### config.mk
export PLATFORM = sky130hd
export DESIGN_NAME = bpsab_lanes
export DESIGN_NICKNAME = d
export VERILOG_FILES = /design/src/rtl/core/bpsab_pkg.sv /design/src/rtl/core/bpsab_lanes.sv
export SDC_FILE = /design/constraint.sdc
export NUM_CORES = 1
export LEC_CHECK = 0
export ABC_AREA = 0
export BUFFER_PORTS_ARGS = -buffer_cell sky130_fd_sc_hd__buf_2
export CORE_ASPECT_RATIO = 0.9
export CORE_MARGIN = 4
export CORE_UTILIZATION = 43
export DETAILED_ROUTE_END_ITERATION = 10
export GPL_TIMING_DRIVEN = 0
export PLACE_DENSITY = 0.87
export SYNTH_ARGS = -nofsm -noshare
export SYNTH_HDL_FRONTEND = slang
export SYNTH_SLANG_ARGS = --single-unit
### constraint.sdc
create_clock -name vclk -period 1.9
set_clock_uncertainty 0.05 [all_clocks]
set_input_delay 0.19 -clock vclk [all_inputs]
set_output_delay 0.19 -clock vclk [all_outputs]
set_load 0.005 [all_outputs]
### src/rtl/core/bpsab_pkg.sv
// ----------------------------------------------------------------------------
// Bitmap pixel store package
// Shared widths, command and register codes, and the structs that pass
// configuration, pixel location and byte-lane control between modules.
// ----------------------------------------------------------------------------
`default_nettype none

package bpsab_pkg;

    // Byte address width: enough for 511 rows of a 2044-byte stride
    localparam int ADDR_W    = 22;
    localparam int WORD_W    = ADDR_W - 2;
    localparam int NUM_LANES = 4;

    // Default frame size in bytes
    localparam int FRAME_BYTES_DEF = 262144;

    // Configuration port
    localparam int CFG_INDEX_W = 2;
    localparam int CFG_DATA_W  = 9;

    localparam logic [CFG_INDEX_W-1:0] REG_IMAGE_WIDTH    = 2'd0;
    localparam logic [CFG_INDEX_W-1:0] REG_IMAGE_HEIGHT   = 2'd1;
    localparam logic [CFG_INDEX_W-1:0] REG_BITS_PER_PIXEL = 2'd2;

    // Configuration reset values
    localparam logic [8:0] WIDTH_RST  = 9'd256;
    localparam logic [8:0] HEIGHT_RST = 9'd256;
    localparam logic [5:0] BPP_RST    = 6'd32;

    // Supported pixel depths
    localparam logic [5:0] DEPTH_24 = 6'd24;
    localparam logic [5:0] DEPTH_32 = 6'd32;

    // Command codes
    localparam logic [1:0] CMD_READ  = 2'd0;
    localparam logic [1:0] CMD_WRITE = 2'd1;
    localparam logic [1:0] CMD_BLEND = 2'd2;

    typedef struct packed {
        logic [8:0] image_width;
        logic [8:0] image_height;
        logic [5:0] bits_per_pixel;
    } cfg_t;

    // Effective pixel coordinate and its access check
    typedef struct packed {
        logic       ok;
        logic [8:0] x;
        logic [8:0] y;
    } loc_t;

    // Per-lane control for one pixel access
    typedef struct packed {
        logic [NUM_LANES-1:0]             en;
        logic [1:0]                       offset;
        logic [NUM_LANES-1:0][WORD_W-1:0] word;
    } lanes_t;

endpackage

`default_nettype wire

### src/rtl/core/bpsab_lanes.sv
// ----------------------------------------------------------------------------
// Byte-lane splitter
// Spreads the bytes of one pixel over the four byte lanes of the frame
// memory: word index per lane, and which lanes the pixel covers inside
// the frame.
// ----------------------------------------------------------------------------
`default_nettype none

module bpsab_lanes
    import bpsab_pkg::*;
#(
    parameter int FRAME_BYTES = FRAME_BYTES_DEF
) (
    input  wire  logic [ADDR_W-1:0] byte_addr,
    input  wire  logic              is32,
    output lanes_t                  lanes
);

    // Place each pixel byte on its lane
    always_comb
    begin
        logic [1:0]        k;
        logic [ADDR_W-1:0] b;
        lanes.offset = byte_addr[1:0];
        for (int l = 0; l < NUM_LANES; l++)
        begin
            k             = 2'(l) - byte_addr[1:0];
            b             = byte_addr + ADDR_W'(k);
            lanes.word[l] = b[ADDR_W-1:2];
            lanes.en[l]   = (is32 || k != 2'd3)
                            && ({{(32-ADDR_W){1'b0}}, b} < 32'(FRAME_BYTES));
        end
    end

endmodule

`default_nettype wire

## Word-level counts from Yosys, hierarchy flattened

Cells that the tools add are included.

| operators by class | value |
|---|---|
| add/subtract/negate cells | 8 |
| multiply operators | 0 |
| div/mod/pow operators | 0 |
| $lt $le $gt $ge | 4 |
| equality and inequality tests | 4 |
| shift-type cells | 0 |
| mux-type cells | 0 |
| bitwise logic cells | 0 |
| reductions and logical operators | 8 |

Operators by type and width:

| operator | number |
|---|---|
| 22-bit by 2-bit adder with 22-bit output | 4 |
| 22-bit by 19-bit < comparator with 1-bit output (second input constant) | 4 |
| 2-bit inequality test (second input constant) | 4 |
| 1-bit logical AND | 4 |
| 1-bit logical OR | 4 |
| 1-bit by 2-bit subtractor with 2-bit output (first input constant) | 2 |
| 2-bit subtractor (first input constant) | 2 |

| storage, ports and cells | value |
|---|---|
| flip-flop bits (word level) | 0 |
| latch bits | 0 |
| memory bits (writable) | 0 |
| ROM bits | 0 |
| input port bits | 23 |
| logic and storage cells | 24 |
| memories kept | 0 |

## Depth between registers and ports, before layout

| logic depth | value |
|---|---|
| depth after elaboration | 4 |
| depth in mapped cells | 7 |
| depth with buffers taken out | 7 |

## Least setup slack after synthesis

Ideal clock, no wire load.

| timing | value |
|---|---|
| path type | input to output |
| from | in byte_addr[12] |
| to | out lanes[84] (netlist bit) |
| data arrival time | 1.679 ns |
| slack | -0.019 ns |
| cell stages on the path | 7 |
| path buffers | 2 |
| cell sequence | buf_2 nand4_1 or3_1 buf_2 nor3_1 xor2_1 nor4_1 |

RTL lines:

| what | line | RTL |
|---|---|---|
| from (decl) | bpsab_lanes.sv:14 | `input wire logic [ADDR_W-1:0] byte_addr,` |
| to (decl) | bpsab_lanes.sv:16 | `output lanes_t lanes` |

==> summary.md <==
| Metric | Value |
|---|---|
| Status | complete, but fails checks |
| Failing checks | setup timing |
| Slew Limit Fails | 0 |
| Post-synthesis instance total | 211 |
| Via count | 2042 |
| Total Routing Usage GR | 0.242 |
| DRT Pass-1 Iters | 4 |
| Layout cells sized above 1 | 0.652 |
| DR iter-0 viols | 146 |
| DR vias/cell | 5.45 |
| DP Cell Count | 347 |
| Die Width | 69.1 um |
| Final non-filler cell total | 375 |
| Gp weighted congestion | 0.888 |
| WP data arrival | 1.87 ns |
| Synth top area cells | xor2_1 24%, buf_4 15%, xnor2_1 10% |
| Post-layout total power | 0.525 mW |
| Peak supply drop | 0.000175 V |
| Global-route wire length before repair | 9030 um |
| Final Hold Violating Endpoints | 0 |
| Fillers | 188 |
| Max Clock Freq | 0.475 GHz |
| Antenna viol nets, final | 0 |
| Worst setup SP type | input pin |
| IO Count | 109 |
| Place WS | -0.392 ns |
| Period minus WS final | 2.11 ns |
| Synth Area per Inst | 6.85 um2 |
| Post-Syn Nets | 241 |
| Largest area contributor in the netlist | xor2_1 |
| Core Box Area | 0.00314 mm2 |
| FF+latch area | 0 um2 |
| RSZ-0062 raised after global routing | yes |
| Max-cap violations | 0 |
| IO buf count | 94 |
| Worst slew pin tran | 0.336 ns |
| Synth warnings | 0 |
| Mean routed wirelength per cell | 18.7 um |
| Yosys cell types | 33 |
| Vias in the first global route | 1950 |
| Number of clock buffers in the layout | 0 |
| Layout net count | 365 |
| Row count | 19 |
| FFs & Latches | 0 |
| Leakage Power | 1.35 nW |
| Crit. End Element | output port |
| Tcrit/Tclk final | 1.11 |
| Largest net degree at the start of global routing | 11 |
| P&R area growth vs syn | 84.0% |
| Post-synthesis sequential area ratio | 0 |
| Rel. slew slack | 0.774 |
| Cts hold-fix bufs | 0 |
| Count leader, synth | xor2_1 |
| Routed WL | 7000 um |
| Worst Path Required | 1.66 ns |
| Inserted Diodes | 0 |
| TNS Setup | -1.38 ns |
| DRC errors left | 0 |
| Commonest cells in the netlist | 39 x xor2_1, 33 x nor2_1, 28 x buf_4, 17 x xnor2_1 |
| Die area | 0.00435 mm2 |
| Setup-failing EPs final | 14 |
| Die Y-Extent | 63.0 um |
| Critical path class | input pin to output port |
| Mapped Area | 0.00145 mm2 |
| HPWL after detailed placement | 3630 um |
| Initial core utilization | 0.461 |
| Fin util | 0.847 |
| Antenna violations before repair | 0 |
| Post-route setup slack | -0.205 ns |
| Class of the worst hold path | input pin to output port |
| PwrDens | 197 mW/mm2 |
| CP Max Fanout | 9 |
| Overflow after GRT | 0 |
| Top cell type's share of synthesized area | 0.236 |
## cell usage in the layout, fill, tap and decap left out, types with 5 or more instances in the layout
cell type  instances
buf_2             90
buf_4             53
buf_6              9
ha_1               5
nand2_1            9
nand3_1            5
nor2_1            22
nor2_2             7
nor3_2             8
nor3_4             5
xnor2_1           13
xor2_1            38
## metrics by stage
step | hold WS [ns] | instance area (um2)
2_1_floorplan | 0.396 | 1450
3_3_place_gp | 0.498 | 1970
3_5_place_dp | 0.497 | 1970
4_1_cts | 0.497 | 2470
5_1_grt | 0.505 | 2660
6_report | 0.497 | 2660
## layout make-up
class	instances	area [um2]	share of cell area
plain buffers	39	359	0.135
inverters	5	36.3	0.0136
multi-input cells	167	1480	0.557
well taps	42	52.6	0.0198
repair buffers	122	731	0.275
## path summary, 6_finish.rpt
path / slack (ns) / end / cells after the start / startpoint
hold / removal: 0.50 / lanes[74] / 2 / byte_addr[16]
setup / recovery: -0.21 / lanes[83] / 8 / byte_addr[1]
## metal layers
layer  track usage  vias to the layer above  share of wire
li1              -                      917              -
met1         0.266                      960           0.35
met2         0.485                      135           0.53
met3        0.0322                       30          0.083
met4        0.0463                        0          0.040
met5             0                        -              0
## power by group
group,switching (mW),internal [mW]
sequential,0,0
clock,0,0
combinational,0.264,0.260
total,0.264,0.260
## cell families after synthesis
logic type,synth area share
buffers and inverters,0.204
AOI/OAI and AO/OA,0.0494
adders and majority gates,0.0606
and+or+nand+nor,0.346
xor gates and xnor gates,0.339
## worst max-delay path: stages
cell and delay [ns]:
buf_12 0.09, buf_4 0.16, ha_1 0.23, nand2_2 0.22
nor4_4 0.29, xor2_1 0.12, nor4_1 0.37, buf_2 0.18
## timing repair
item / in CTS / in global routing
setup endpoints to repair: 33 / 24
resized for setup: 78 / 30
pin swaps: 24 / 20
buffers inserted: 23 / 6
No activity file was read; power rests on OpenSTA's default activity.
