===== config.mk =====
export PLATFORM = sky130hd
export DESIGN_NAME = bpsab_locate
export DESIGN_NICKNAME = d
export VERILOG_FILES = /design/src/rtl/core/bpsab_pkg.sv /design/src/rtl/core/bpsab_locate.sv
export SDC_FILE = /design/constraint.sdc
export NUM_CORES = 1
export LEC_CHECK = 0
export BUFFER_PORTS_ARGS = -buffer_cell sky130_fd_sc_hd__buf_2
export CAP_MARGIN = 15
export CORE_AREA = 5 5 59 61
export DETAILED_ROUTE_END_ITERATION = 8
export DIE_AREA = 0 0 64 66
export PLACE_DENSITY = 0.79
export SLEW_MARGIN = 40
export SYNTH_ARGS = -nofsm -noshare
export SYNTH_HDL_FRONTEND = slang
export SYNTH_SLANG_ARGS = --single-unit
export TNS_END_PERCENT = 5

===== constraint.sdc =====
create_clock -name vclk -period 5
set_input_delay 0.75 -clock vclk [all_inputs]
set_output_delay 0.75 -clock vclk [all_outputs]
set_load 0.02 [all_outputs]

===== src/rtl/core/bpsab_pkg.sv =====
// ----------------------------------------------------------------------------
// Bitmap pixel store package
// Shared widths, command and register codes, and the structs that pass
// configuration, pixel location and byte-lane control between modules.
// ----------------------------------------------------------------------------
`default_nettype none

package bpsab_pkg;

    // Byte address width: enough for 511 rows of a 2044-byte stride
    localparam int ADDR_W    = 22;
    localparam int WORD_W    = ADDR_W - 2;
    localparam int NUM_LANES = 4;

    // Default frame size in bytes
    localparam int FRAME_BYTES_DEF = 262144;

    // Configuration port
    localparam int CFG_INDEX_W = 2;
    localparam int CFG_DATA_W  = 9;

    localparam logic [CFG_INDEX_W-1:0] REG_IMAGE_WIDTH    = 2'd0;
    localparam logic [CFG_INDEX_W-1:0] REG_IMAGE_HEIGHT   = 2'd1;
    localparam logic [CFG_INDEX_W-1:0] REG_BITS_PER_PIXEL = 2'd2;

    // Configuration reset values
    localparam logic [8:0] WIDTH_RST  = 9'd256;
    localparam logic [8:0] HEIGHT_RST = 9'd256;
    localparam logic [5:0] BPP_RST    = 6'd32;

    // Supported pixel depths
    localparam logic [5:0] DEPTH_24 = 6'd24;
    localparam logic [5:0] DEPTH_32 = 6'd32;

    // Command codes
    localparam logic [1:0] CMD_READ  = 2'd0;
    localparam logic [1:0] CMD_WRITE = 2'd1;
    localparam logic [1:0] CMD_BLEND = 2'd2;

    typedef struct packed {
        logic [8:0] image_width;
        logic [8:0] image_height;
        logic [5:0] bits_per_pixel;
    } cfg_t;

    // Effective pixel coordinate and its access check
    typedef struct packed {
        logic       ok;
        logic [8:0] x;
        logic [8:0] y;
    } loc_t;

    // Per-lane control for one pixel access
    typedef struct packed {
        logic [NUM_LANES-1:0]             en;
        logic [1:0]                       offset;
        logic [NUM_LANES-1:0][WORD_W-1:0] word;
    } lanes_t;

endpackage

`default_nettype wire


===== src/rtl/core/bpsab_locate.sv =====
// ----------------------------------------------------------------------------
// Pixel locator
// Applies the row flip for writes and blends, then checks the coordinate
// against the image size and the pixel depth against the supported set.
// ----------------------------------------------------------------------------
`default_nettype none

module bpsab_locate
    import bpsab_pkg::*;
(
    input  wire  cfg_t        cfg,
    input  wire  logic [1:0]  command,
    input  wire  logic [10:0] column,
    input  wire  logic [10:0] row,
    input  wire  logic        flip_rows,
    output loc_t              loc
);

    logic [11:0] y_in;
    logic [11:0] y_flip;
    logic [11:0] y_eff;
    logic        flip_on;
    logic        x_ok;
    logic        y_ok;
    logic        depth_ok;

    // Map the row for flipped writes and blends
    always_comb
    begin
        y_in    = {row[10], row};
        y_flip  = {3'b000, cfg.image_height} - 12'd1 - y_in;
        flip_on = flip_rows && (command == CMD_WRITE || command == CMD_BLEND);
        y_eff   = flip_on ? y_flip : y_in;
    end

    // Check coordinate and depth
    always_comb
    begin
        x_ok     = !column[10] && (column[9:0] < {1'b0, cfg.image_width});
        y_ok     = !y_eff[11] && (y_eff[10:0] < {2'b00, cfg.image_height});
        depth_ok = (cfg.bits_per_pixel == DEPTH_24) || (cfg.bits_per_pixel == DEPTH_32);
        loc.ok   = x_ok && y_ok && depth_ok;
        loc.x    = column[8:0];
        loc.y    = y_eff[8:0];
    end

endmodule

`default_nettype wire


; After elaboration in Yosys (flattened, before gate mapping)
; Index checks and enable logic that the tools add are counted.
; W data, S select, Z words.
[totals]
register_bits = 0
out_inout_bits = 19
[classes]
addsub = 2
order_cmp = 2
n_eq_ne = 4
mux = 1
n_reduce_logical = 9
[ops]
columns = cell, n
row1 = $mux W12, 1
row2 = $sub A10 B11 Y12, 1
row3 = $lt A11 B9 Y1, 1
row4 = $lt A10 B9 Y1, 1
row5 = $sub A9 B1 Y10 const B, 1
row6 = $eq A6 B5 Y1 const B, 1
row7 = $eq A6 B6 Y1 const B, 1
row8 = $logic_and A1 B1 Y1, 5
row9 = $eq A2 B1 Y1 const B, 1
row10 = $eq A2 B2 Y1 const B, 1
row11 = $logic_not A1 Y1, 2
row12 = $logic_or A1 B1 Y1, 2

; Depth between registers and ports, before layout
[logic_depth]
depth_word = 8
depth_mapped = 17
ltp_nobuf = 17

; Worst setup path before layout
; Ideal clock, no wire load.
[synth_path]
path_type = in2out
start = input port cfg[9] (netlist name)
end = output port loc[18] (netlist name)
arrival_time_ps = 3963
slack_ps = 287
path_stages = 17
n_path_buf = 0
cell_sequence = nor2_1 nand3_1 nor2_1 xnor2_1 ha_1 o211ai_2 a21oi_1 a211oi_2 o21ai_0 xnor2_1 o21ai_0 ha_1 nand2_1 o22ai_1 a211oi_1 nand4_1 a221oi_2
[synth_rtl]
columns = element, line
row1 = from (decl), bpsab_locate.sv:11  ; input wire cfg_t cfg,
row2 = to (decl), bpsab_locate.sv:16  ; output loc_t loc

==> impl_results.md <==
* Outcome: finished clean
* Antenna violations before repair at 0
* Worst Tran Pin Value at about 0.5 ns
* P per Cell Area at 111 nW/um^2
* Syn Inst Count at 184
* WL final at 3320 um
* Min-Delay Path Class: in -> out
* DR vias at 1449
* Total die area at 4220 sq um
* Final Wtd Congestion at 0.880
* Die H at 66 um
* Crit Path Class: in -> out
* Synth Net Count at 264
* Max_cap viols at 0
* Final instance area at 1580 sq um
* Vias per cell at 5.27
* Synth Cell Area at 1260 sq um
* P&R area growth vs syn at 25.3%
* Die X at 64 um
* Num sequential at 0
* Post-CTS setup buffers at 0
* Worst Path Max Fanout at 5
* Initial Util at 43.0%
* DRC Markers at 0
* Place WS at 0.273 ns
* Clock buffers at 0
* Setup crit end kind: primary output
* Seq/Total Area, Yosys at 0%
* Global-route wire length before repair at a little over 5000 um
* Router iterations before antenna repair at 4
* Hold depth at 2
* Worst path max stage delay at 0.35 ns
* Min Tclk post-route at 4.73 ns
* Worst IR Drop VDD at 69.9 uV
* Ys Warns at 0
* Cell-by-cell trace of the critical path: buf_2 -> nor2_1 -> nand3_1 -> nor2_1 -> xnor2_1 -> ha_2 -> o211ai_2 -> a21oi_1 -> a211oi_2 -> o21ai_0 -> xnor2_1 -> o21ai_0 -> ha_1 -> nand2_1 -> o22ai_1 -> a211oi_1 -> nand4_1 -> a221oi_2 -> buf_2
* Post-cts sizing count at 0
* Pin count of the biggest net entering global routing at 18
* Slowest cell on the critical path: ha_2
* Hold Fails Final Rpt at 0
* Sequential Area at 0 sq um
* GRT Resource Usage Total at 14.3%
* Slew Viols, Final at 0
* CORE AREA at approximately 3000 sq um
* PnR worst setup slack at roughly 0.27 ns
* Setup violators final at 0
* Placed Area at 1570 sq um
* Fin crit share at 94.5%
* Hpwl dp at 3000 um
* Yosys cell types at 35
* GR Overflow Total at 0
* FP Rows at 20
* Vias in the first global route at 1285
* Layout cells sized above 1 at 30.2%
* Static Leak at 0.940 nW
* Arr. time, crit path at ~4.0 ns
* Setup TNS at 0 ns
* # fillers at 302
* WP data required at 4.25 ns
* Net count reported at finish at around 320
* Slew headroom at between 60% and 70%
* WL/cell at 12.1 um
* Antenna diodes at 0
* DR iter-0 viols at 27
* Port buffer count at 68
* Startpoint types: input port
* Final ANT Viol Nets at 0
* Multi-input combinational cell area at 1070 sq um
* Average cell area after synthesis at 6.85 sq um
* # hold bufs at CTS at 0
* Fmax at about 210 MHz
* I/O Pins at 68
[cells in the final DEF (no fill, tap or decap), types with 2 or more instances in the layout]
master     n
o32ai_1    2
xnor2_1    8
o21ai_0   16
a21oi_1    9
nand2b_1   3
nor2b_1    2
o31ai_1    2
o211ai_1   2
nand2_1   20
nand3_1    5
nor2_1     8
nand4_1    3
inv_1     33
a21o_1     4
nor3_1     3
xor2_1     6
a31oi_1    2
buf_2     68
ha_1      29
[metal layers]
metal | global-route usage (%) | up-vias | wire [um]
li1 | - | 751 | -
met1 | 18.2 | 643 | 1400
met2 | 25.8 | 49 | 1610
met3 | 1.87 | 6 | 266
met4 | 2.34 | 0 | 48
met5 | 0 | - | 0
[path summary, 6_finish.rpt]
kind | startpoint | end
setup / recovery | cfg[9] | loc[18]
hold / removal | column[0] | loc[9]
[synth_stat cells]
cell       count  share of area [%]
o22ai_1        1               0.50
nand3_1        5                2.0
nor2b_1        2               0.99
inv_1         33                9.8
nand4_1        3                1.5
a31oi_1        2               0.99
nor3_1         3                1.2
a211o_1        1               0.70
a211oi_2       1               0.99
o41a_1         1               0.89
and3b_1        1               0.70
o32ai_1        2                1.4
nor3b_1        1               0.60
nor2_1         8                2.4
ha_1          30                 30
o31ai_1        2                1.2
and3_1         1               0.50
o211ai_2       1               0.99
a21oi_1        9                3.6
o221ai_1       1               0.70
o21ai_0       16                6.4
o211a_1        1               0.79
xor2_1         6                4.2
o211ai_1       2                1.2
a211oi_1       1               0.60
a221oi_2       1                1.2
o2111ai_1      1               0.70
buf_4          9                5.4
a21o_1         4                2.4
fa_1           1                1.6
nor4_1         2               0.99
xnor2_1        8                5.6
nand2b_1       3                1.5
clkbuf_1       1               0.30
nand2_1       20                6.0
[metrics by stage]
| step | utilization [%] | hold WS [ns] | total power, mW | std cells |
|---|---|---|---|---|
| 2_1_floorplan | - | 1.61 | 0.122 | 184 |
| 3_3_place_gp | 53.6 | 1.73 | 0.171 | 275 |
| 3_5_place_dp | 53.6 | 1.73 | 0.174 | 275 |
| 4_1_cts | 53.6 | 1.73 | 0.175 | 275 |
| 5_1_grt | 53.9 | 1.74 | 0.198 | 275 |
| 6_report | 53.9 | 1.73 | 0.175 | 275 |
[cell families (layout without fill, tap and decap cells)]
group	Yosys count	count (layout)	synth area share, %
simple gates	49	49	18.3
fa+ha+maj	31	31	31.4
xor+xnor	14	14	9.73
compound gates	47	47	25.1
buf+inv	43	101	15.5
[critical path: cells and delay by family]
family	cells	cell delay, ns
xor gates and xnor gates	2	0.29
adders and majority gates	2	0.65
buffers and inverters	2	0.32
AOI/OAI and AO/OA	8	1.23
and+or+nand+nor	5	0.71
[power breakdown]
| group | switching (mW) | leakage (nW) | internal [mW] |
|---|---|---|---|
| Combinational | 0.102 | 0.940 | 0.0732 |
| Clock | 0 | 0 | 0 |
| Sequential | 0 | 0 | 0 |
[cell type report]
type | count | area share (%)
repair buffers | 68 | 21.6
inverters | 33 | 7.84
well taps | 33 | 2.61
multi-input cells | 141 | 68.0
(Power assumes the default switching activity.)
