[config.mk]
export PLATFORM = sky130hd
export DESIGN_NAME = bpsab_blend
export DESIGN_NICKNAME = d
export VERILOG_FILES = /design/src/rtl/core/bpsab_pkg.sv /design/src/rtl/core/bpsab_blend.sv
export SDC_FILE = /design/constraint.sdc
export NUM_CORES = 1
export LEC_CHECK = 0
export ABC_AREA = 1
export BUFFER_PORTS_ARGS = -buffer_cell sky130_fd_sc_hd__buf_2
export CAP_MARGIN = 20
export CORE_MARGIN = 2
export CORE_UTILIZATION = 50
export DETAILED_ROUTE_END_ITERATION = 8
export PLACE_DENSITY_LB_ADDON = 0.3
export SETUP_SLACK_MARGIN = 0.2
export SYNTH_ARGS = -nofsm -noshare
export SYNTH_HDL_FRONTEND = slang
export SYNTH_SLANG_ARGS = --single-unit
[constraint.sdc]
create_clock -name vclk -period 8.8
set_input_delay 1.76 -clock vclk [all_inputs]
set_output_delay 1.76 -clock vclk [all_outputs]
set_load 0.005 [all_outputs]
[src/rtl/core/bpsab_pkg.sv]
// ----------------------------------------------------------------------------
// Bitmap pixel store package
// Shared widths, command and register codes, and the structs that pass
// configuration, pixel location and byte-lane control between modules.
// ----------------------------------------------------------------------------
`default_nettype none

package bpsab_pkg;

    // Byte address width: enough for 511 rows of a 2044-byte stride
    localparam int ADDR_W    = 22;
    localparam int WORD_W    = ADDR_W - 2;
    localparam int NUM_LANES = 4;

    // Default frame size in bytes
    localparam int FRAME_BYTES_DEF = 262144;

    // Configuration port
    localparam int CFG_INDEX_W = 2;
    localparam int CFG_DATA_W  = 9;

    localparam logic [CFG_INDEX_W-1:0] REG_IMAGE_WIDTH    = 2'd0;
    localparam logic [CFG_INDEX_W-1:0] REG_IMAGE_HEIGHT   = 2'd1;
    localparam logic [CFG_INDEX_W-1:0] REG_BITS_PER_PIXEL = 2'd2;

    // Configuration reset values
    localparam logic [8:0] WIDTH_RST  = 9'd256;
    localparam logic [8:0] HEIGHT_RST = 9'd256;
    localparam logic [5:0] BPP_RST    = 6'd32;

    // Supported pixel depths
    localparam logic [5:0] DEPTH_24 = 6'd24;
    localparam logic [5:0] DEPTH_32 = 6'd32;

    // Command codes
    localparam logic [1:0] CMD_READ  = 2'd0;
    localparam logic [1:0] CMD_WRITE = 2'd1;
    localparam logic [1:0] CMD_BLEND = 2'd2;

    typedef struct packed {
        logic [8:0] image_width;
        logic [8:0] image_height;
        logic [5:0] bits_per_pixel;
    } cfg_t;

    // Effective pixel coordinate and its access check
    typedef struct packed {
        logic       ok;
        logic [8:0] x;
        logic [8:0] y;
    } loc_t;

    // Per-lane control for one pixel access
    typedef struct packed {
        logic [NUM_LANES-1:0]             en;
        logic [1:0]                       offset;
        logic [NUM_LANES-1:0][WORD_W-1:0] word;
    } lanes_t;

endpackage

`default_nettype wire

[src/rtl/core/bpsab_blend.sv]
// ----------------------------------------------------------------------------
// Pixel modify unit
// Gathers the stored pixel from the lane read data, forms the new pixel
// (plain write or alpha blend) and scatters it back onto the lanes.
// ----------------------------------------------------------------------------
`default_nettype none

module bpsab_blend
    import bpsab_pkg::*;
(
    input  wire  logic [1:0]                  command,
    input  wire  logic                        ok,
    input  wire  logic [31:0]                 pixel_value,
    input  wire  lanes_t                      lanes,
    input  wire  logic [NUM_LANES-1:0][7:0]   rdata,
    output logic       [NUM_LANES-1:0][7:0]   wdata,
    output logic       [NUM_LANES-1:0]        we,
    output logic       [31:0]                 read_data
);

    logic [NUM_LANES-1:0][7:0] dst;
    logic [31:0]               new_pix;
    logic [7:0]                alpha;
    logic                      do_write;

    // One channel: (src*a + (255-a)*dst) >> 8
    function automatic logic [7:0] mix(input logic [7:0] s, input logic [7:0] d,
                                       input logic [7:0] a);
        logic [15:0] p;
        p = 16'(s) * 16'(a) + 16'(d) * 16'(8'hFF - a);
        return p[15:8];
    endfunction

    // Gather stored bytes in pixel order; uncovered bytes read as zero
    always_comb
    begin
        logic [1:0] ln;
        for (int k = 0; k < NUM_LANES; k++)
        begin
            ln     = lanes.offset + 2'(k);
            dst[k] = lanes.en[ln] ? rdata[ln] : 8'h00;
        end
    end

    // Form the new pixel
    always_comb
    begin
        alpha = pixel_value[31:24];
        if (command == CMD_BLEND)
        begin
            new_pix = {8'h00,
                       mix(pixel_value[23:16], dst[2], alpha),
                       mix(pixel_value[15:8],  dst[1], alpha),
                       mix(pixel_value[7:0],   dst[0], alpha)};
        end
        else
        begin
            new_pix = pixel_value;
        end
        do_write  = ok && (command == CMD_WRITE || command == CMD_BLEND);
        read_data = (ok && command == CMD_READ) ? dst : 32'h0;
    end

    // Scatter the new pixel onto the lanes
    always_comb
    begin
        logic [1:0] k;
        for (int l = 0; l < NUM_LANES; l++)
        begin
            k        = 2'(l) - lanes.offset;
            wdata[l] = new_pix[8*k +: 8];
            we[l]    = do_write && lanes.en[l];
        end
    end

endmodule

`default_nettype wire

### Word-level counts from Yosys, hierarchy flattened

Index checks and enable logic that the tools add are counted.

* memories: 0
* register bits: 0
* memory bits (writable): 0
* word-level logic and storage cells: 57
* input bits: 153
* latch bits: 0
* ROM bits: 0
* output and inout port bits: 68

* multiplexer cells: 22
* div/mod/pow operators: 0
* equality and inequality tests: 2
* reductions and logical operators: 8
* bitwise gates (word level): 0
* order comparisons: 4
* add/sub/neg operators: 11
* $mul: 6
* shift operators: 4

Operator list (count)
* 32-bit by 6-bit variable part select with 8-bit output: 4
* 8-bit binary-select mux with 2-bit select: 4
* 32-bit two-way mux: 2
* 8-bit two-way mux: 8
* 16-bit adder: 3
* 8-bit by 8-bit multiplier with 16-bit output: 3
* 8-bit by 16-bit multiplier with 16-bit output: 2
* 9-bit by 9-bit multiplier with 16-bit output: 1
* 2-bit by 3-bit less-than comparator with 1-bit output (second input constant): 4
* 8-bit by 8-bit subtractor with 9-bit output (first input constant): 1
* 1-bit binary-select mux with 2-bit select: 4
* 1-bit logical AND: 6
* 2-bit adder (second input constant): 2
* 1-bit two-way mux: 4
* 1-bit by 2-bit subtractor with 2-bit output (first input constant): 2
* 2-bit subtractor (first input constant): 2
* 2-bit by 1-bit adder with 2-bit output (second input constant): 1
* 2-bit by 1-bit equality test with 1-bit output (second input constant): 1
* 2-bit equality test (second input constant): 1
* 2-bit logical NOT: 1
* 1-bit logical OR: 1

### Longest topological paths before layout

Gate-level depths: netlist (run 1).

* word-level depth: 8
* gate-level depth with buffers: 34
* gate-level depth less buffers: 33

### Worst setup path after synthesis (run 1)

No wires, ideal clock.

* kind: input -> output
* from: in lanes[80] in the netlist's numbering
* to: out wdata[26] in the netlist's numbering
* data required time: 7.040 ns
* stages on the path: 29
* arrival: 7.045 ns
* path slack: -0.005 ns
* path buffers: 2
* path through: buf_4 -> buf_6 -> nand2_1 -> o21ai_0 -> o21ai_2 -> nand2_1 -> inv_1 -> nand2_1 -> fa_1 -> inv_1 -> fa_1 -> inv_1 -> fa_1 -> inv_1 -> fa_1 -> fa_1 -> inv_1 -> fa_1 -> inv_1 -> ha_1 -> nand2_1 -> nor2_1 -> nand2_1 -> nand2_1 -> xor2_1 -> nand2_1 -> nand3_1 -> nand3_1 -> nand2_1

RTL lines
* start: declaration: line bpsab_blend.sv:14 `input wire lanes_t lanes,`
* end: declaration: line bpsab_blend.sv:16 `output logic [NUM_LANES-1:0][7:0] wdata,`

==> key figures, run 1 <==
Pwr
  – Power Density: 404 nW/µm²
  – Tot Pwr: 8.12 mW
  – LEAKAGE: 12.1 nW
  – Worst vdd ir: 0.698 mV

Routing
  – Antenna viol nets, final: 0
  – Via count: 15900
  – Remaining DRCs: 0
  – WL per Instance: 16.7 µm
  – Pre-Repair DR Iteration Count: 5
  – Final wirelength: 50700 µm
  – Avg Vias per Cell: 5.25
  – Initial DRC count: 1039

Worst setup path
  – Setup Crit Path Kind: input port to output port
  – Largest fanout on the critical path: 13
  – Critical Path Start Type: input port
  – CP peak stage delay: 0.58 ns
  – Worst path required time: 7.04 ns
  – CP arrival: 7.53 ns
  – Slowest-stage cell, CP: fa_1
  – CP endpoint kind: output port
  – Critical Path Source: lanes[81]
  – CP endpoint: wdata[20]
  – Top cell by count, worst path: fa_1

Synthesis
  – Leading area contributor after synthesis: fa_1
  – Cell variety after synth: 26
  – Cells after synthesis: 2341
  – Area of the mapped netlist: 15600 µm²
  – Synth top area share: 36.4%
  – Synth area leaders: fa_1 36%, nand2_1 16%, inv_1 15%
  – Post-synthesis sequential area ratio: 0%
  – Syn nets: 2965
  – Avg Synthesized Cell Area: 6.68 µm²
  – YS warnings: 0

Floorplan
  – Core Area: 30700 µm²
  – Row cnt: 64
  – Starting Density: 51.0%
  – Die Area: 32700 µm²
  – Die W: 181 µm
  – DIE HEIGHT: 181 µm
  – Number of top-level pins: 221

STA
  – Final setup fails: 32
  – Fin crit share: 106%
  – Final Hold Fails: 0
  – Min setup slack post-route: -0.492 ns
  – RSZ-0062 raised after global routing: true
  – Worst slew pin tran: 1.00 ns
  – Slew Viols, Final: 0
  – Post-layout min period: 9.29 ns
  – Hold Slack: 3.92 ns
  – Max Freq: 108 MHz
  – Worst relative slew slack: 32.9%

Placement
  – GPL Wtd Cong: 0.954
  – IO buf count: 141
  – DP HPWL: 41100 µm
  – DP Worst Slack: -0.708 ns

GRT
  – Initial antenna violation count: 0
  – GRT Overall Usage: 30.5%
  – Vias in the first global route: 16100
  – First-pass GRT wire length: 80400 µm
  – Total gr overflow: 0
  – Largest net degree at the start of global routing: 36

Finish
  – Final sequential cell count: 0
  – Layout cell share with drive strength beyond 1: 26.4%
  – Antenna fix cells: 0
  – Seq. cell area: 0 µm²
  – Area grow syn2layout: 28.4%
  – Final nets: 3265
  – Post-layout util: 65.5%
  – CLK BUF: 0

Clock tree
  – Hold_buf cts: 0

Outcome
  – Status: finished, violations left
  – Failing checks: setup timing

Worst hold path
  – Hold Crit Class: input port to output port

Flow run
  – MaxCap Viol Count: 0
kinds of logic after synthesis:
kind of cell / count (synthesis) / synth area share (%)
fa+ha+maj: 471 / 51.3
compound gates: 71 / 2.38
mux: 17 / 1.17
buf+inv: 745 / 18.1
simple gates: 1027 / 26.3
xor+xnor: 10 / 0.680
repair_timing:
action | CTS | global route
gates cloned | 0 | 0
setup endpoints to repair | 32 | 32
buffers inserted | 25 | 14
pin swaps | 66 | 80
gates resized for setup | 202 | 160
metal layers:
layer	track usage, %	part of all wire (%)	up-vias
met3	3.18	7.8	150
met2	52.3	48	709
li1	-	-	7369
met5	0	0	-
met1	39.4	39	7704
met4	12.4	5.0	0
where the power goes:
group	leakage, nW	internal, mW	switching, mW
clock network	0	0	0
logic	12.1	3.57	4.55
registers	0	0	0
total	12.1	3.57	4.55
cell usage after synthesis (2+ instances only):
cell and instances:
o21ai_2 2, xor2_1 8, clkbuf_1 62, nor2_1 186, nand2_2 3, a21oi_1 26
inv_1 642, nand3b_1 5, buf_2 15, nand4_1 11, ha_1 187, nand3_1 164
o21ai_0 39, nand2_1 658, buf_1 16, mux2i_1 16, inv_2 5, o211ai_1 4
fa_1 284, buf_6 2
worst max-delay path: cells and delay by family:
family / cells / cell delay [ns]
simple gates: 12 / 1.26
fa+ha+maj: 7 / 3.34
buf+inv: 10 / 0.96
xor+xnor: 1 / 0.20
cell usage in the layout, fill, tap and decap left out, types with 16 or more instances in the layout:
cell,Yosys,final
nand2_4,0,25
nor2_2,0,27
nand2_1,658,566
ha_1,187,166
nand3_1,164,93
nand2_2,3,65
inv_2,5,39
ha_4,0,20
buf_6,2,16
fa_1,284,270
o21ai_0,39,16
buf_12,0,16
inv_1,642,603
buf_2,15,138
buf_4,1,220
a21oi_1,26,20
nor2_1,186,153
o21ai_1,0,16
nand3_2,0,59
final cells by class:
class                           count  area, µm²
Fill cell                        2578      10600
Inverter                          648       2450
Multi-Input combinational cell   1596      14200
Timing Repair Buffer              395       2930
Tap cell                          396        495
stage by stage:
stage,std cells,instance area [µm²],TNS (ns)
4_1_cts,3020,19300,-9.88
5_1_grt,3035,20100,-19.06
3_3_place_gp,2995,18300,-17.39
3_5_place_dp,2995,18300,-19.49
6_report,3035,20100,-11.63
2_1_floorplan,2341,15800,0
worst min-delay path by stage:
stage             to  depth (start not counted)  slack [ns]      start
2_1_floorplan  we[0]                          2        3.61  lanes[82]
3_5_place_dp   we[1]                          4        3.91         ok
6_report       we[1]                          4        3.92         ok
4_1_cts        we[1]                          4        3.91         ok
5_1_grt        we[0]                          4        3.98         ok
3_3_place_gp   we[1]                          4        3.90         ok
(Power assumes the default switching activity.)
==> inputs of run 2 (changes only) <==
--- a/config.mk
+++ b/config.mk
@@ -6,10 +6,11 @@
 export NUM_CORES = 1
 export LEC_CHECK = 0
 export ABC_AREA = 1
+export ABC_CLOCK_PERIOD_IN_PS = 8800
 export BUFFER_PORTS_ARGS = -buffer_cell sky130_fd_sc_hd__buf_2
 export CAP_MARGIN = 20
-export CORE_MARGIN = 2
-export CORE_UTILIZATION = 50
+export CORE_MARGIN = 1
+export CORE_UTILIZATION = 40
 export DETAILED_ROUTE_END_ITERATION = 8
 export PLACE_DENSITY_LB_ADDON = 0.3
 export SETUP_SLACK_MARGIN = 0.2
==> run 2 against run 1 <==
The run still ends with setup timing left. Combinational power rose by 7.8%. Non-clock buffer count grew 7. Critical path depth down 3. Wire length grew 5.1%. Power increased by 7.8%.
==> key figures, run 2 (synthesis gave the netlist of run 1 again) <==
Floorplan
  – Number of top-level pins: 221 (unchanged)
  – Core Area: 38600 µm² (+26%)
  – Row cnt: 72 (+13%)
  – Die W: 200 µm (+10%)
  – Starting Density: 40.6% (-10 points)
  – DIE HEIGHT: 200 µm (+10%)
  – Die Area: 39900 µm² (+22%)

STA
  – Final setup TNS: -11.33 ns (+0.304 ns)
  – RSZ-0062 raised after global routing: true
  – Max Freq: 108 MHz (+0.69%)
  – Worst slew pin tran: 1.06 ns (+0.0518 ns)
  – Post-layout min period: 9.23 ns (-0.0634 ns)
  – Min setup slack post-route: -0.429 ns (+0.0634 ns)
  – Worst relative slew slack: 29.4% (-3.5 points)
  – Final setup fails: 32 (unchanged)
  – Fin crit share: 105% (-0.72 points)
  – Final Hold Fails: 0 (unchanged)
  – Slew Viols, Final: 0 (unchanged)

Pwr
  – LEAKAGE: 12.3 nW (+1.0%)
  – Worst vdd ir: 0.408 mV (-42%)
  – Power Density: 422 nW/µm² (+4.4%)

Finish
  – Final sequential cell count: 0 (unchanged)
  – Post-layout util: 53.8% (-12 points)
  – Layout cell share with drive strength beyond 1: 29.8% (+3.4 points)
  – Antenna fix cells: 0 (unchanged)
  – Seq. cell area: 0 µm² (unchanged)
  – Final Non-Filler Cells: 3164 (+4.3%)
  – Highest-count cells in the layout ignoring fill and taps: 591 x inv_1, 550 x nand2_1, 264 x fa_1, 227 x buf_4, 164 x ha_1
  – Area grow syn2layout: 32.6%
  – CLK BUF: 0 (unchanged)
  – Final nets: 3272 (+0.21%)
  – Commonest non-fill, non-tap cell in the layout: inv_1

Worst setup path
  – CP endpoint: wdata[13]
  – Worst path required time: 7.04 ns (about the same)
  – CP Depth: 27 (-10%)
  – Critical Path Start Type: input port
  – CP top delay family: adder cells
  – CP peak stage delay: 0.53 ns (-0.05 ns)
  – CP endpoint kind: output port
  – Largest fanout on the critical path: 10 (-3)
  – Setup Crit Path Kind: input port to output port
  – CP arrival: 7.47 ns (-0.06 ns)
  – Critical Path Source: lanes[80]
  – Slowest-stage cell, CP: fa_1
  – Top cell by count, worst path: fa_1
  – Critical path buffers and inverters: 8 (-2)

Worst hold path
  – Min-delay src: ok
  – Hold Crit Class: input port to output port

Flow run
  – MaxCap Viol Count: 0 (unchanged)

Routing
  – Top Metal Used: met4
  – Antenna viol nets, final: 0 (unchanged)
  – Metal-1 WL: 21400 µm (+8.2%)
  – Remaining DRCs: 0 (unchanged)
  – Final wirelength: 53300 µm (+5.1%)
  – WL per Instance: 16.8 µm (+0.79%)
  – Met3 routed WL: 3870 µm (-1.9%)
  – Initial DRC count: 1024 (-1.4%)
  – Pre-Repair DR Iteration Count: 6 (+1)
  – Avg Vias per Cell: 4.99 (-5.0%)
  – Via count: 15800 (-0.97%)
  – WL met2: 26200 µm (+7.2%)

Outcome
  – Status: finished, violations left
  – Failing checks: setup timing

Placement
  – IO buf count: 141 (unchanged)
  – Placed cells: 3134 (+4.6%)
  – GPL Wtd Cong: 0.962 (+0.84%)
  – DP HPWL: 43900 µm (+6.9%)

GRT
  – Total gr overflow: 0 (unchanged)
  – Largest net degree at the start of global routing: 34 (-5.6%)
  – Initial antenna violation count: 0 (unchanged)
  – GRT Overall Usage: 25.9% (-4.5 points)
  – First-pass GRT wire length: 80000 µm (-0.55%)
  – Vias in the first global route: 15500 (-4.0%)
[run 2: changes by cell type in the layout (fill, tap and decap cells not counted), moves of 7 or more]
cell / before / now
inv_1: 603 / 591
nand3_2: 59 / 77
inv_2: 39 / 49
nand2_1: 566 / 550
o21ai_0: 16 / 9
nor2_4: 6 / 15
nor2_1: 153 / 140
buf_4: 220 / 227
o21ai_2: 5 / 13
nand2_2: 65 / 74
nand3_1: 93 / 74
[run 2: layer usage]
layer | vias up | GRT usage [%]
li1 | 7379 | -
met1 | 7714 | 33.8
met2 | 583 | 44.5
met3 | 102 | 4.19
met4 | 0 | 6.59
met5 | - | 0
[run 2: how the worst min path moves through the flow]
stage | cells after the start | end | slack (ns)
after CTS | 4 | we[0] | 3.90
final | 4 | we[0] | 3.91
after detailed placement | 4 | we[0] | 3.90
after floorplan | 2 | we[0] | 3.61
after global routing | 4 | we[2] | 3.94
after global placement | 4 | we[0] | 3.90
[run 2: cell type report]
| cell class | count | area, µm² |
|---|---|---|
| inverters | 648 | 2450 |
| fillers | 3754 | 17800 |
| repair buffers | 402 | 3060 |
| well taps | 518 | 648 |
| multi-input cells | 1596 | 14600 |
[run 2: repair_timing]
item,in CTS,in global routing
gates cloned,2,4
hold buffers,0,0
endpoints found under the setup margin,32,32
setup buffers,6,17
pin swaps,19,125
gates resized for setup,98,379
[run 2: power by group]
| part | total, mW | leakage, nW | internal [mW] | switching [mW] |
|---|---|---|---|---|
| combinational | 8.75 | 12.3 | 3.80 | 4.95 |
| sequential | 0 | 0 | 0 | 0 |
| clock | 0 | 0 | 0 | 0 |
| total | 8.75 | 12.3 | 3.80 | 4.95 |
[run 2: through the flow]
stage | power [mW] | cell area (µm²) | hold WS (ns) | worst slack, ns
after floorplan | 4.32 | 15800 | 3.61 | 0.160
after global placement | 6.71 | 18600 | 3.90 | -0.625
after detailed placement | 6.84 | 18600 | 3.90 | -0.679
after CTS | 7.17 | 19000 | 3.90 | -0.411
after global routing | 9.65 | 20700 | 3.94 | -0.655
final | 8.75 | 20700 | 3.91 | -0.429
==> inputs of run 3 (changes only) <==
--- a/config.mk
+++ b/config.mk
@@ -6,7 +6,7 @@
 export NUM_CORES = 1
 export LEC_CHECK = 0
 export ABC_AREA = 1
-export ABC_CLOCK_PERIOD_IN_PS = 8800
+export ABC_CLOCK_PERIOD_IN_PS = 9690
 export BUFFER_PORTS_ARGS = -buffer_cell sky130_fd_sc_hd__buf_2
 export CAP_MARGIN = 20
 export CORE_MARGIN = 1
==> constraint.sdc (replaced) <==
create_clock -name vclk -period 9.69
set_input_delay 1.938 -clock vclk [all_inputs]
set_output_delay 1.938 -clock vclk [all_outputs]
set_load 0.005 [all_outputs]
==> run 3 against run 2 <==
The flow now finishes without violations. Final cell count fell by 2.0%. Combinational power down 14%. Count of clock-buffer cells in the layout unchanged. Global-route usage decreased by 0.30 points. Sequential share of layout area stayed put. Via count decreased by 3.1%. Power fell by 14%. Non-clock buffer count is 62 lower. Critical path depth up 5. Sequential cell count unchanged. Worst setup slack better by 0.54 ns. Cell area shrank 3.7%. Critical path type unchanged.
==> key figures, run 3 (synthesis gave the netlist of run 1 again) <==
Outcome
  – Status: completed

GRT
  – First-pass GRT wire length: 79400 µm (-0.76%)
  – GRT Overall Usage: 25.6% (-0.30 points)
  – Initial antenna violation count: 3 (+3)
  – Total gr overflow: 0 (unchanged)
  – Vias in the first global route: 15500 (-0.18%)
  – Largest net degree at the start of global routing: 35 (+2.9%)

Pwr
  – Clock share of power: 0% (unchanged)
  – LEAKAGE: 11.9 nW (-2.6%)
  – Worst vdd ir: 0.314 mV (-23%)
  – Internal: 3.32 mW (-13%)
  – Power Density: 376 nW/µm² (-11%)
  – Flop pwr share: 0% (unchanged)
  – Net Sw Power: 4.18 mW (-15%)
  – Net Sw Frac: 55.7% (-0.79 points)
  – Combinational power share: 100.0% (about the same)
  – Tot Pwr: 7.50 mW (-14%)

Finish
  – FILL cells: 3786 (+0.85%)
  – Final sequential cell count: 0 (unchanged)
  – Layout cell share with drive strength beyond 1: 25.1% (-4.7 points)
  – Highest-count cells in the layout ignoring fill and taps: 610 x inv_1, 557 x nand2_1, 275 x fa_1, 168 x ha_1, 165 x buf_4
  – Area grow syn2layout: 27.7%
  – Post-layout util: 51.8% (-2.0 points)
  – Seq. cell area: 0 µm² (unchanged)
  – Final Non-Filler Cells: 3102 (-2.0%)
  – Antenna fix cells: 0 (unchanged)
  – Final nets: 3210 (-1.9%)
  – CLK BUF: 0 (unchanged)
  – Commonest non-fill, non-tap cell in the layout: inv_1

STA
  – RSZ-0062 raised after global routing: true
  – Max Freq: 104 MHz
  – Final setup fails: 0 (-100%)
  – Fin crit share: 98.8%
  – Final setup TNS: 0 ns (+11.33 ns)
  – Slew Viols, Final: 0 (unchanged)
  – Worst slew pin tran: 1.12 ns (+0.0631 ns)
  – Hold Slack: 4.22 ns (+0.316 ns)
  – Worst relative slew slack: 25.2% (-4.2 points)
  – Post-layout min period: 9.58 ns
  – Final Hold Fails: 0 (unchanged)

Routing
  – Pre-Repair DR Iteration Count: 5 (-1)
  – Avg Vias per Cell: 4.93 (-1.1%)
  – Initial DRC count: 956 (-6.6%)
  – WL per Instance: 16.4 µm (-2.4%)
  – Final wirelength: 51000 µm (-4.3%)
  – Via count: 15300 (-3.1%)
  – Antenna viol nets, final: 0 (unchanged)
  – Remaining DRCs: 0 (unchanged)

Worst setup path
  – Critical Path Start Type: input port
  – Top cell by count, worst path: fa_1
  – Critical Path Source: lanes[80]
  – Setup Crit Path Kind: input port to output port
  – Slowest-stage cell, CP: fa_1
  – CP peak stage delay: 0.56 ns (+0.03 ns)
  – Largest fanout on the critical path: 6 (-4)
  – Worst path required time: 7.75 ns (+0.71 ns)
  – CP endpoint kind: output port
  – CP arrival: 7.64 ns (+0.17 ns)

Floorplan
  – Die Area: 39900 µm² (unchanged)
  – Core Area: 38600 µm² (unchanged)
  – Die W: 200 µm (unchanged)
  – Number of top-level pins: 221 (unchanged)
  – Starting Density: 40.6% (unchanged)
  – DIE HEIGHT: 200 µm (unchanged)
  – Row cnt: 72 (unchanged)

Clock tree
  – Hold_buf cts: 0 (unchanged)

Worst hold path
  – Min-delay src: lanes[84]
  – Hold Crit Class: input port to output port

Placement
  – IO buf count: 141 (unchanged)
  – GPL Wtd Cong: 0.913 (-5.1%)
  – DP HPWL: 40900 µm (-6.8%)
  – Placed cells: 3065 (-2.2%)

Flow run
  – MaxCap Viol Count: 0 (unchanged)
run 3: worst paths after layout:
| kind | endpoint | slack (ns) | cells after the start |
|---|---|---|---|
| hold / removal | we[2] | 4.22 | 4 |
| setup / recovery | wdata[26] | 0.11 | 32 |
run 3: final cells by class:
cell class                      count  area [µm²]  area share, %
Tap cell                          518         648           3.25
Multi-Input combinational cell   1596       14300           71.5
Timing Repair Buffer              340        2580           12.9
Inverter                          648        2450           12.3
run 3: power groups by stage:
stage	clock network (mW)	registers, mW	logic, mW
final	0	0	7.50
after global routing	0	0	8.35
after CTS	0	0	6.61
after detailed placement	0	0	5.81
after global placement	0	0	5.74
after floorplan	0	0	3.66
run 3: metrics by stage:
step	worst slack, ns	area [µm²]
2_1_floorplan	0.529	15600
3_3_place_gp	-0.246	17900
3_5_place_dp	-0.319	17900
4_1_cts	0.157	19100
5_1_grt	-0.104	20000
6_report	0.113	20000
run 3: what timing repair did:
| item | CTS | global route |
|---|---|---|
| gates resized for setup | 235 | 208 |
| gates cloned | 4 | 0 |
| pin swaps | 55 | 86 |
| setup buffers | 21 | 10 |
| endpoints found under the setup margin | 32 | 32 |
run 3: worst max-delay path, delay by kind of cell:
kind | cells | cell delay [ns]
buffers and inverters | 10 | 0.96
adders and majority gates | 7 | 3.30
xor gates and xnor gates | 2 | 0.41
and+or+nand+nor | 13 | 1.02
run 3: metal layers:
metal | share of wire, % | wire (µm) | up-vias | GRT usage (%)
li1 | - | - | 7258 | -
met2 | 48 | 24200 | 541 | 43.5
met1 | 42 | 21300 | 7387 | 32.7
met4 | 3.1 | 1580 | 6 | 8.03
met3 | 7.5 | 3820 | 99 | 5.05
met5 | 0.11 | 57 | - | 0
